File: src/hdl/avg_pool_2d_window_assert.svh
// ----------------------------------------------------------------------------
// avg_pool_2d_window assertion macros
// Concurrent assertion wrappers, empty when SYNTH is defined.
// ----------------------------------------------------------------------------
`ifndef AVG_POOL_2D_WINDOW_ASSERT_SVH
`define AVG_POOL_2D_WINDOW_ASSERT_SVH
`ifndef SYNTH
// Property check, held off during reset
`define APW_ASSERT(lbl, clk, rst, prop, msg) \
  lbl: assert property (@(posedge clk) disable iff (rst) prop) else $error(msg);
// Antecedent in one cycle, consequent in the next
`define APW_ASSERT_NEXT(lbl, clk, rst, ante, cons, msg) \
  lbl: assert property (@(posedge clk) disable iff (rst) (ante) |=> (cons)) else $error(msg);
`else
`define APW_ASSERT(lbl, clk, rst, prop, msg)
`define APW_ASSERT_NEXT(lbl, clk, rst, ante, cons, msg)
`endif
`endif

File: src/hdl/apw_pkg.sv
// ----------------------------------------------------------------------------
// apw_pkg
// Shared types, codes and constants of the 2-D average pooling block.
// ----------------------------------------------------------------------------
`timescale 1ns / 1ps

package apw_pkg;

  localparam int MAX_HEIGHT_DEF = 64;
  localparam int MAX_WIDTH_DEF  = 64;
  localparam int MAX_KERNEL_DEF = 8;

  localparam int COORD_W = 12;          // signed window coordinate
  localparam int CNT_W   = 8;           // window pixel count, up to 15 x 15
  localparam int SAMPLE_W = 16;
  localparam int SUM_W   = SAMPLE_W + CNT_W;
  localparam int DIV_CNT_W = $clog2(SUM_W);

  typedef enum logic {
    OP_WRITE   = 1'b0,
    OP_COMPUTE = 1'b1
  } apw_op_t;

  typedef enum logic [2:0] {
    REG_PLANE_HEIGHT  = 3'd0,
    REG_PLANE_WIDTH   = 3'd1,
    REG_KERNEL_HEIGHT = 3'd2,
    REG_KERNEL_WIDTH  = 3'd3,
    REG_STRIDE_ROWS   = 3'd4,
    REG_STRIDE_COLS   = 3'd5,
    REG_PAD_TOP       = 3'd6,
    REG_PAD_LEFT      = 3'd7
  } apw_reg_t;

  typedef struct packed {
    apw_op_t              op;
    logic [5:0]           pixel_row;
    logic [5:0]           pixel_col;
    logic signed [15:0]   pixel_value;
    logic [5:0]           out_row;
    logic [5:0]           out_col;
    logic                 include_pad;
  } apw_req_t;

  typedef struct packed {
    logic signed [15:0]   average;
    logic [6:0]           in_plane_count;
  } apw_rsp_t;

  typedef struct packed {
    logic [2:0]           index;
    logic [6:0]           data;
  } apw_cfg_t;

  // controller to datapath
  typedef struct packed {
    logic store;
    logic start;
    logic walk;
    logic div_init;
    logic div_step;
    logic load;
  } apw_cmd_t;

  // datapath to controller
  typedef struct packed {
    logic walk_last;
    logic div_last;
    logic out_busy;
  } apw_sts_t;

endpackage

File: src/hdl/apw_ctrl.sv
// ----------------------------------------------------------------------------
// apw_ctrl
// Sequencer: accepts items, walks the window, runs the divider, loads result.
// ----------------------------------------------------------------------------
`timescale 1ns / 1ps
`include "avg_pool_2d_window_assert.svh"

module apw_ctrl (
  input  logic              clk,
  input  logic              rst,
  input  logic              req_valid,
  input  apw_pkg::apw_op_t  req_op,
  output logic              req_ready,
  output apw_pkg::apw_cmd_t cmd,
  input  apw_pkg::apw_sts_t sts
);

  import apw_pkg::*;

  typedef enum logic [2:0] {
    ST_IDLE,
    ST_WALK,
    ST_DRAIN,
    ST_PREP,
    ST_DIVIDE,
    ST_FINISH
  } state_t;

  state_t state;

  always_ff @(posedge clk) begin
    if (rst) begin
      state <= ST_IDLE;
    end else begin
      case (state)
        ST_IDLE: begin
          if (req_valid && req_op == OP_COMPUTE) begin
            state <= ST_WALK;
          end
        end
        ST_WALK: begin
          if (sts.walk_last) begin
            state <= ST_DRAIN;
          end
        end
        ST_DRAIN:  state <= ST_PREP;
        ST_PREP:   state <= ST_DIVIDE;
        ST_DIVIDE: begin
          if (sts.div_last) begin
            state <= ST_FINISH;
          end
        end
        ST_FINISH: begin
          if (!sts.out_busy) begin
            state <= ST_IDLE;
          end
        end
        default: state <= ST_IDLE;
      endcase
    end
  end

  assign req_ready = (state == ST_IDLE);

  always_comb begin
    cmd          = '0;
    cmd.store    = (state == ST_IDLE) && req_valid && (req_op == OP_WRITE);
    cmd.start    = (state == ST_IDLE) && req_valid && (req_op == OP_COMPUTE);
    cmd.walk     = (state == ST_WALK);
    cmd.div_init = (state == ST_PREP);
    cmd.div_step = (state == ST_DIVIDE);
    cmd.load     = (state == ST_FINISH) && !sts.out_busy;
  end

  `APW_ASSERT(a_cmd_onehot, clk, rst, $onehot0(cmd), "more than one datapath command")
  `APW_ASSERT_NEXT(a_start_walk, clk, rst, cmd.start, state == ST_WALK, "start not followed by walk")
  `APW_ASSERT(a_init_after_drain, clk, rst, (cmd.div_init |-> $past(state) == ST_DRAIN), "divider set up before last read landed")

endmodule

File: config.mk
export PLATFORM = sky130hd
export DESIGN_NAME = apw_ctrl
export DESIGN_NICKNAME = d
export VERILOG_FILES = /design/src/hdl/apw_pkg.sv /design/src/hdl/apw_ctrl.sv
export VERILOG_INCLUDE_DIRS = /design/src /design/src/hdl
export SDC_FILE = /design/constraint.sdc
export NUM_CORES = 1
export LEC_CHECK = 0
export BUFFER_PORTS_ARGS = -buffer_cell sky130_fd_sc_hd__buf_2
export CAP_MARGIN = 20
export CORE_AREA = 2 2 39 41
export DETAILED_ROUTE_END_ITERATION = 16
export DIE_AREA = 0 0 41 43
export GPL_TIMING_DRIVEN = 0
export HOLD_SLACK_MARGIN = 0.02
export SETUP_SLACK_MARGIN = 0.1
export SYNTH_ARGS = -nofsm -noshare
export SYNTH_HDL_FRONTEND = slang
export SYNTH_SLANG_ARGS = --single-unit
File: constraint.sdc
create_clock -name clk -period 1 [get_ports clk]
set_input_delay 0.15 -clock clk [delete_from_list [all_inputs] [get_ports clk]]
set_output_delay 0.15 -clock clk [all_outputs]
set_load 0.02 [all_outputs]
# Word-level counts from Yosys, hierarchy flattened
# Index checks and enable logic that the tools add are counted.
[word_totals]
inputBits = 7
latch_bits = 0
memories = 0
mem_bits_ro = 0
ramBits = 0
word_cells = 24
reg_bits = 3
output_inout_bits = 7
[classes]
add_sub_neg = 0
n_lt_le_gt_ge = 0
eq_ne = 9
n_mul = 0
n_div = 0
shift = 0
bitwise = 1
n_mux = 5
reduce_logical = 8
[ops]
columns = ["op", "count"]
rows = [
  ["case mux 3 bit (6 select lines)", 1],
  ["2-to-1 mux 3 bit", 4],
  ["equality test 3 x 2 -> 1 bit, second input constant", 2],
  ["equality test 3 bit, second input constant", 2],
  ["inequality test 2 x 1 -> 1 bit, second input constant", 3],
  ["logical AND 1 bit", 5],
  ["AND reduction 4 bit", 1],
  ["equality test 3 x 1 -> 1 bit, second input constant", 1],
  ["logical NOT 3 bit", 1],
  ["inequality test 2 bit, second input constant", 1],
  ["logical NOT 1 bit", 1],
  ["NOT 1 bit", 1],
]

# Depth between registers and ports, before layout
[logic_depth]
word_depth = 3
mapped_depth = 4
ltp_nobuf = 3

# Worst setup path before layout
# No wires, ideal clock.
[synth_timing]
kind = "flip-flop to output port"
start = "reg state[2]"
end = "out cmd[5] (netlist name)"
slack_ps = -244
t_required_ps = 850
path_buffers = 1
stages_incl_launch_ff = 5
arrival_ps = 1094
cell_sequence = "dfxtp_1 -> buf_6 -> nor3_4 -> nand2_1 -> nor2_1"
[synth_rtl]
columns = ["element", "line_no", "text"]
rows = [
  ["start, declared", "apw_ctrl.sv:29", "state_t state;"],
  ["start signal, assigned", "apw_ctrl.sv:33", "state <= ST_IDLE;"],
  ["start signal, assigned", "apw_ctrl.sv:38", "state <= ST_WALK;"],
  ["start signal, assigned", "apw_ctrl.sv:43", "state <= ST_DRAIN;"],
  ["end, declared", "apw_ctrl.sv:14", "output apw_pkg::apw_cmd_t cmd,"],
]

==> metrics.txt <==
# TYPE chip_impl_metric gauge
chip_impl_metric{name="via_per_inst",unit=""} 4.38
chip_impl_metric{name="placed_cell_area",unit="sq um"} 360
chip_impl_metric{name="fraction_of_the_mapped_netlist_area_in_compound_gates",unit="%"} 18.8
chip_impl_info{name="tritoncts",value="yes"} 1
chip_impl_metric{name="ffs_w_async_s_r_synth",unit="%"} 0
chip_impl_metric{name="place.gp.congestion",unit=""} 0.740
chip_impl_metric{name="synth_fa_ha_area_share",unit="%"} 0
chip_impl_metric{name="layout_setup_ws",unit="ps"} -335
chip_impl_metric{name="cts.sinks",unit=""} 3
chip_impl_metric{name="number_of_flip_flops_in_the_largest_register",unit=""} 3
chip_impl_info{name="largest_registers",value="state x3"} 1
chip_impl_metric{name="timing.final.max_slew_violations",unit=""} 0
chip_impl_info{name="cts_root_buf",value="sky130_fd_sc_hd__clkbuf_4"} 1
chip_impl_metric{name="synth.area.mux_share",unit="%"} 0
chip_impl_metric{name="p_per_area",unit="mW/mm^2"} 1110
chip_impl_metric{name="worst_skew_pair.late_latency",unit="ps"} 230
chip_impl_metric{name="final_cells",unit=""} 72
chip_impl_info{name="yosys.area.top_type",value="sky130_fd_sc_hd__dfxtp_1"} 1
chip_impl_metric{name="cts_max_path_buffers",unit=""} 2
chip_impl_metric{name="cellLeakagePower",unit="nW"} 0.254
chip_impl_metric{name="place_inst",unit=""} 58
chip_impl_metric{name="initial_standard_cell_utilization_of_the_core",unit="%"} 18.8
chip_impl_metric{name="initial_antenna_violation_count",unit=""} 0
chip_impl_metric{name="detailed_place_hpwl",unit="microns"} 483
chip_impl_info{name="timing.setup.critical_path_class",value="register to output pin"} 1
chip_impl_metric{name="ys_ff_latch",unit=""} 3
chip_impl_metric{name="net_count_after_synthesis",unit=""} 36
chip_impl_metric{name="synth_top_cell_area_share",unit="%"} 23.1
chip_impl_info{name="ys.flop_type",value="sky130_fd_sc_hd__dfxtp_1"} 1
chip_impl_metric{name="postRouteWirelength",unit="microns"} 783
chip_impl_info{name="timing.critical_path.cells",value="buf_6 -> nor3_4 -> and3_2 -> buf_4"} 1
chip_impl_info{name="endpoint_kind",value="output pin"} 1
chip_impl_metric{name="internal_power",unit="mW"} 0.414
chip_impl_metric{name="dieHeight",unit="microns"} 43
chip_impl_metric{name="vdd.ir_drop.worst",unit="mV"} 0.782
chip_impl_metric{name="seq_power_share",unit="%"} 22.3
chip_impl_metric{name="post_synth_edffs",unit=""} 0
chip_impl_metric{name="cp_data_required_time",unit="ps"} 850
chip_impl_metric{name="hold_buffers",unit=""} 0
chip_impl_metric{name="sequential_fraction_of_the_synthesis_area",unit="%"} 23.1
chip_impl_metric{name="synth-simple-area-share",unit="%"} 43.8
chip_impl_metric{name="globalRouteOverflowTotal",unit=""} 0
chip_impl_metric{name="final_area",unit="sq um"} 541
chip_impl_info{name="regMostFlops",value="state"} 1
chip_impl_metric{name="synthesis.yosys.warnings",unit=""} 0
chip_impl_metric{name="numPortBuffers",unit=""} 13
chip_impl_metric{name="crit_path_arrival_time",unit="ps"} 1180
chip_impl_metric{name="drt_pass1_iterations",unit=""} 1
chip_impl_metric{name="finalCritPeriodShare",unit="%"} 133
chip_impl_metric{name="finalSetupTns",unit="ps"} -2160
chip_impl_metric{name="drc",unit=""} 0
chip_impl_metric{name="filler_cell_count",unit=""} 151
chip_impl_metric{name="grt_pass1_wl",unit="microns"} 1140
chip_impl_metric{name="post-layout-total-power",unit="mW"} 0.600
chip_impl_metric{name="mapped_cell_area",unit="sq um"} 260
chip_impl_info{name="mostFrequentLayoutCells",value="sky130_fd_sc_hd__buf_4, sky130_fd_sc_hd__buf_2, sky130_fd_sc_hd__buf_6"} 1
chip_impl_metric{name="row_count",unit=""} 14
chip_impl_metric{name="chipWidth",unit="microns"} 41
chip_impl_metric{name="maxSlewHeadroom",unit="%"} 88.1
chip_impl_metric{name="share_of_layout_cells_above_drive_strength_1",unit="%"} 76.8
chip_impl_metric{name="synthXorXnorAreaFrac",unit="%"} 0
chip_impl_metric{name="syn_to_final_growth",unit="%"} 108
chip_impl_metric{name="crit_fanout",unit=""} 5
chip_impl_info{name="grt_setup_unrepaired",value="true"} 1
chip_impl_metric{name="io_pins",unit=""} 14
chip_impl_metric{name="net_count_final",unit=""} 64
chip_impl_metric{name="switching_power",unit="mW"} 0.186
chip_impl_metric{name="cts_max_level",unit=""} 1
chip_impl_info{name="timing.hold.worst.class",value="primary input to register"} 1
chip_impl_metric{name="post_synth_num_cell_types",unit=""} 18
chip_impl_metric{name="number_of_diodes_added_for_antenna_fixing",unit=""} 0
chip_impl_info{name="violations_in_the_final_reports",value="negative setup slack"} 1
chip_impl_info{name="timing.critical_path.slowest_stage_cell",value="sky130_fd_sc_hd__dfxtp_2"} 1
chip_impl_metric{name="power.share.combinational",unit="%"} 41.7
chip_impl_metric{name="fin_hold_ws",unit="ps"} 126
chip_impl_metric{name="globalRouteTotalUtil",unit="%"} 9.73
chip_impl_metric{name="max-cap-violations",unit=""} 0
chip_impl_metric{name="syn_area_per_cell",unit="sq um"} 8.97
chip_impl_metric{name="dr_total_vias",unit=""} 315
chip_impl_metric{name="postSynthCellCount",unit=""} 29
chip_impl_info{name="critPathLaunchType",value="register"} 1
chip_impl_metric{name="timing.final.hold_violations",unit=""} 0
chip_impl_metric{name="floorplan.core_area",unit="sq mm"} 0.00138
chip_impl_metric{name="routed_wire_length_per_instance",unit="microns"} 10.9
chip_impl_metric{name="die_footprint",unit="sq mm"} 0.00176
chip_impl_metric{name="fmax",unit="GHz"} 0.749
chip_impl_metric{name="period_minus_slack",unit="ps"} 1330
chip_impl_info{name="synth_top_family_by_area",value="simple AND/OR/NAND/NOR gates"} 1
chip_impl_info{name="outcome",value="finished, violations left"} 1
chip_impl_info{name="ys_top_cells_by_area",value="sky130_fd_sc_hd__dfxtp_1, sky130_fd_sc_hd__buf_6, sky130_fd_sc_hd__nor3b_1"} 1
chip_impl_metric{name="slowest_delay",unit="ps"} 310
chip_impl_info{name="layout.cells.most_common",value="sky130_fd_sc_hd__buf_4"} 1
chip_impl_metric{name="clock_slew_at_reported_path_ffs",unit="ps"} 40
chip_impl_metric{name="worstMarginPinSlew",unit="ps"} 178
chip_impl_metric{name="first_global_vias",unit=""} 279
chip_impl_metric{name="dr.first_iter.drc_count",unit=""} 0
chip_impl_metric{name="power_frac_clock",unit="%"} 35.9
chip_impl_metric{name="fin_worst_skew",unit="ps"} 0.485
chip_impl_metric{name="total_clock_buffers_created_by_cts",unit=""} 3
chip_impl_metric{name="switching_share",unit="%"} 31.0
chip_impl_metric{name="final-setup-viol-count",unit=""} 10
chip_impl_metric{name="route.antenna.remaining_nets",unit=""} 0
chip_impl_metric{name="grt_max_degree",unit=""} 11
-- path summary, 6_finish.rpt --
| check | slack [ps] | to | depth (start not counted) | from |
|---|---|---|---|---|
| setup / recovery | -330 | cmd[4] | 4 | state[0] |
| hold / removal | 130 | state[2] | 2 | rst |
| setup reg to reg | -180 | state[2] | 6 | state[0] |
| hold reg to reg | 720 | state[0] | 3 | state[2] |
-- critical path, delay by kind of cell (launching register included) --
family                 cells  cell delay (ps)
DFF                        1              310
and+or+nand+nor            2              390
buffers and inverters      2              250
-- Yosys cell counts, drive strengths merged (2+ instances only) --
cell / number
nand2: 2
dfxtp: 3
nor3: 2
nor3b: 3
buf: 3
nor2: 2
a21oi: 3
o21a: 2
nand3b: 2
-- area by class of cell --
class | instances | area [sq um] | area share, %
Clock buffer | 4 | 26.3 | 4.86
Timing Repair Buffer | 23 | 180 | 33.3
Inverter | 1 | 3.75 | 0.694
Sequential cell | 3 | 62.6 | 11.6
Tap cell | 16 | 20.0 | 3.70
Buffer | 3 | 33.8 | 6.25
Multi-Input combinational cell | 22 | 214 | 39.6
-- stage by stage --
stage,worst slack [ps],util (%)
2_1_floorplan,-154,-
3_3_place_gp,-95.1,26.0
3_5_place_dp,-118,26.0
4_1_cts,-352,33.5
5_1_grt,-413,39.1
6_report,-335,39.1
-- metal layers --
layer	vias to the layer above	global-route usage (%)	part of all wire [%]
met5	-	0	0
met4	0	4.00	0
met3	0	4.71	4.1
met2	11	14.7	54
met1	149	11.2	42
li1	155	-	-
-- power groups by stage --
stage	Combinational [mW]	Sequential, mW	Clock (mW)
after detailed placement	0.174	0.134	0
after floorplan	0.124	0.134	0
after global placement	0.170	0.134	0
final	0.250	0.134	0.215
after CTS	0.224	0.133	0.224
after global routing	0.270	0.135	0.238
-- cells by family (layout without fill, tap and decap cells) --
| family | after synthesis | in the layout |
|---|---|---|
| AND/OR/NAND/NOR | 15 | 15 |
| AO/OA/AOI/OAI | 7 | 7 |
| flip-flops | 3 | 3 |
| buffers and inverters | 4 | 31 |
-- timing repair --
item	in CTS	in global routing
setup endpoints to repair	10	10
buffers inserted	4	6
gates resized for setup	10	6
gates cloned	0	0
pin swaps	1	6
hold endpoints to repair	0	0
No activity file was read; power rests on OpenSTA's default activity.
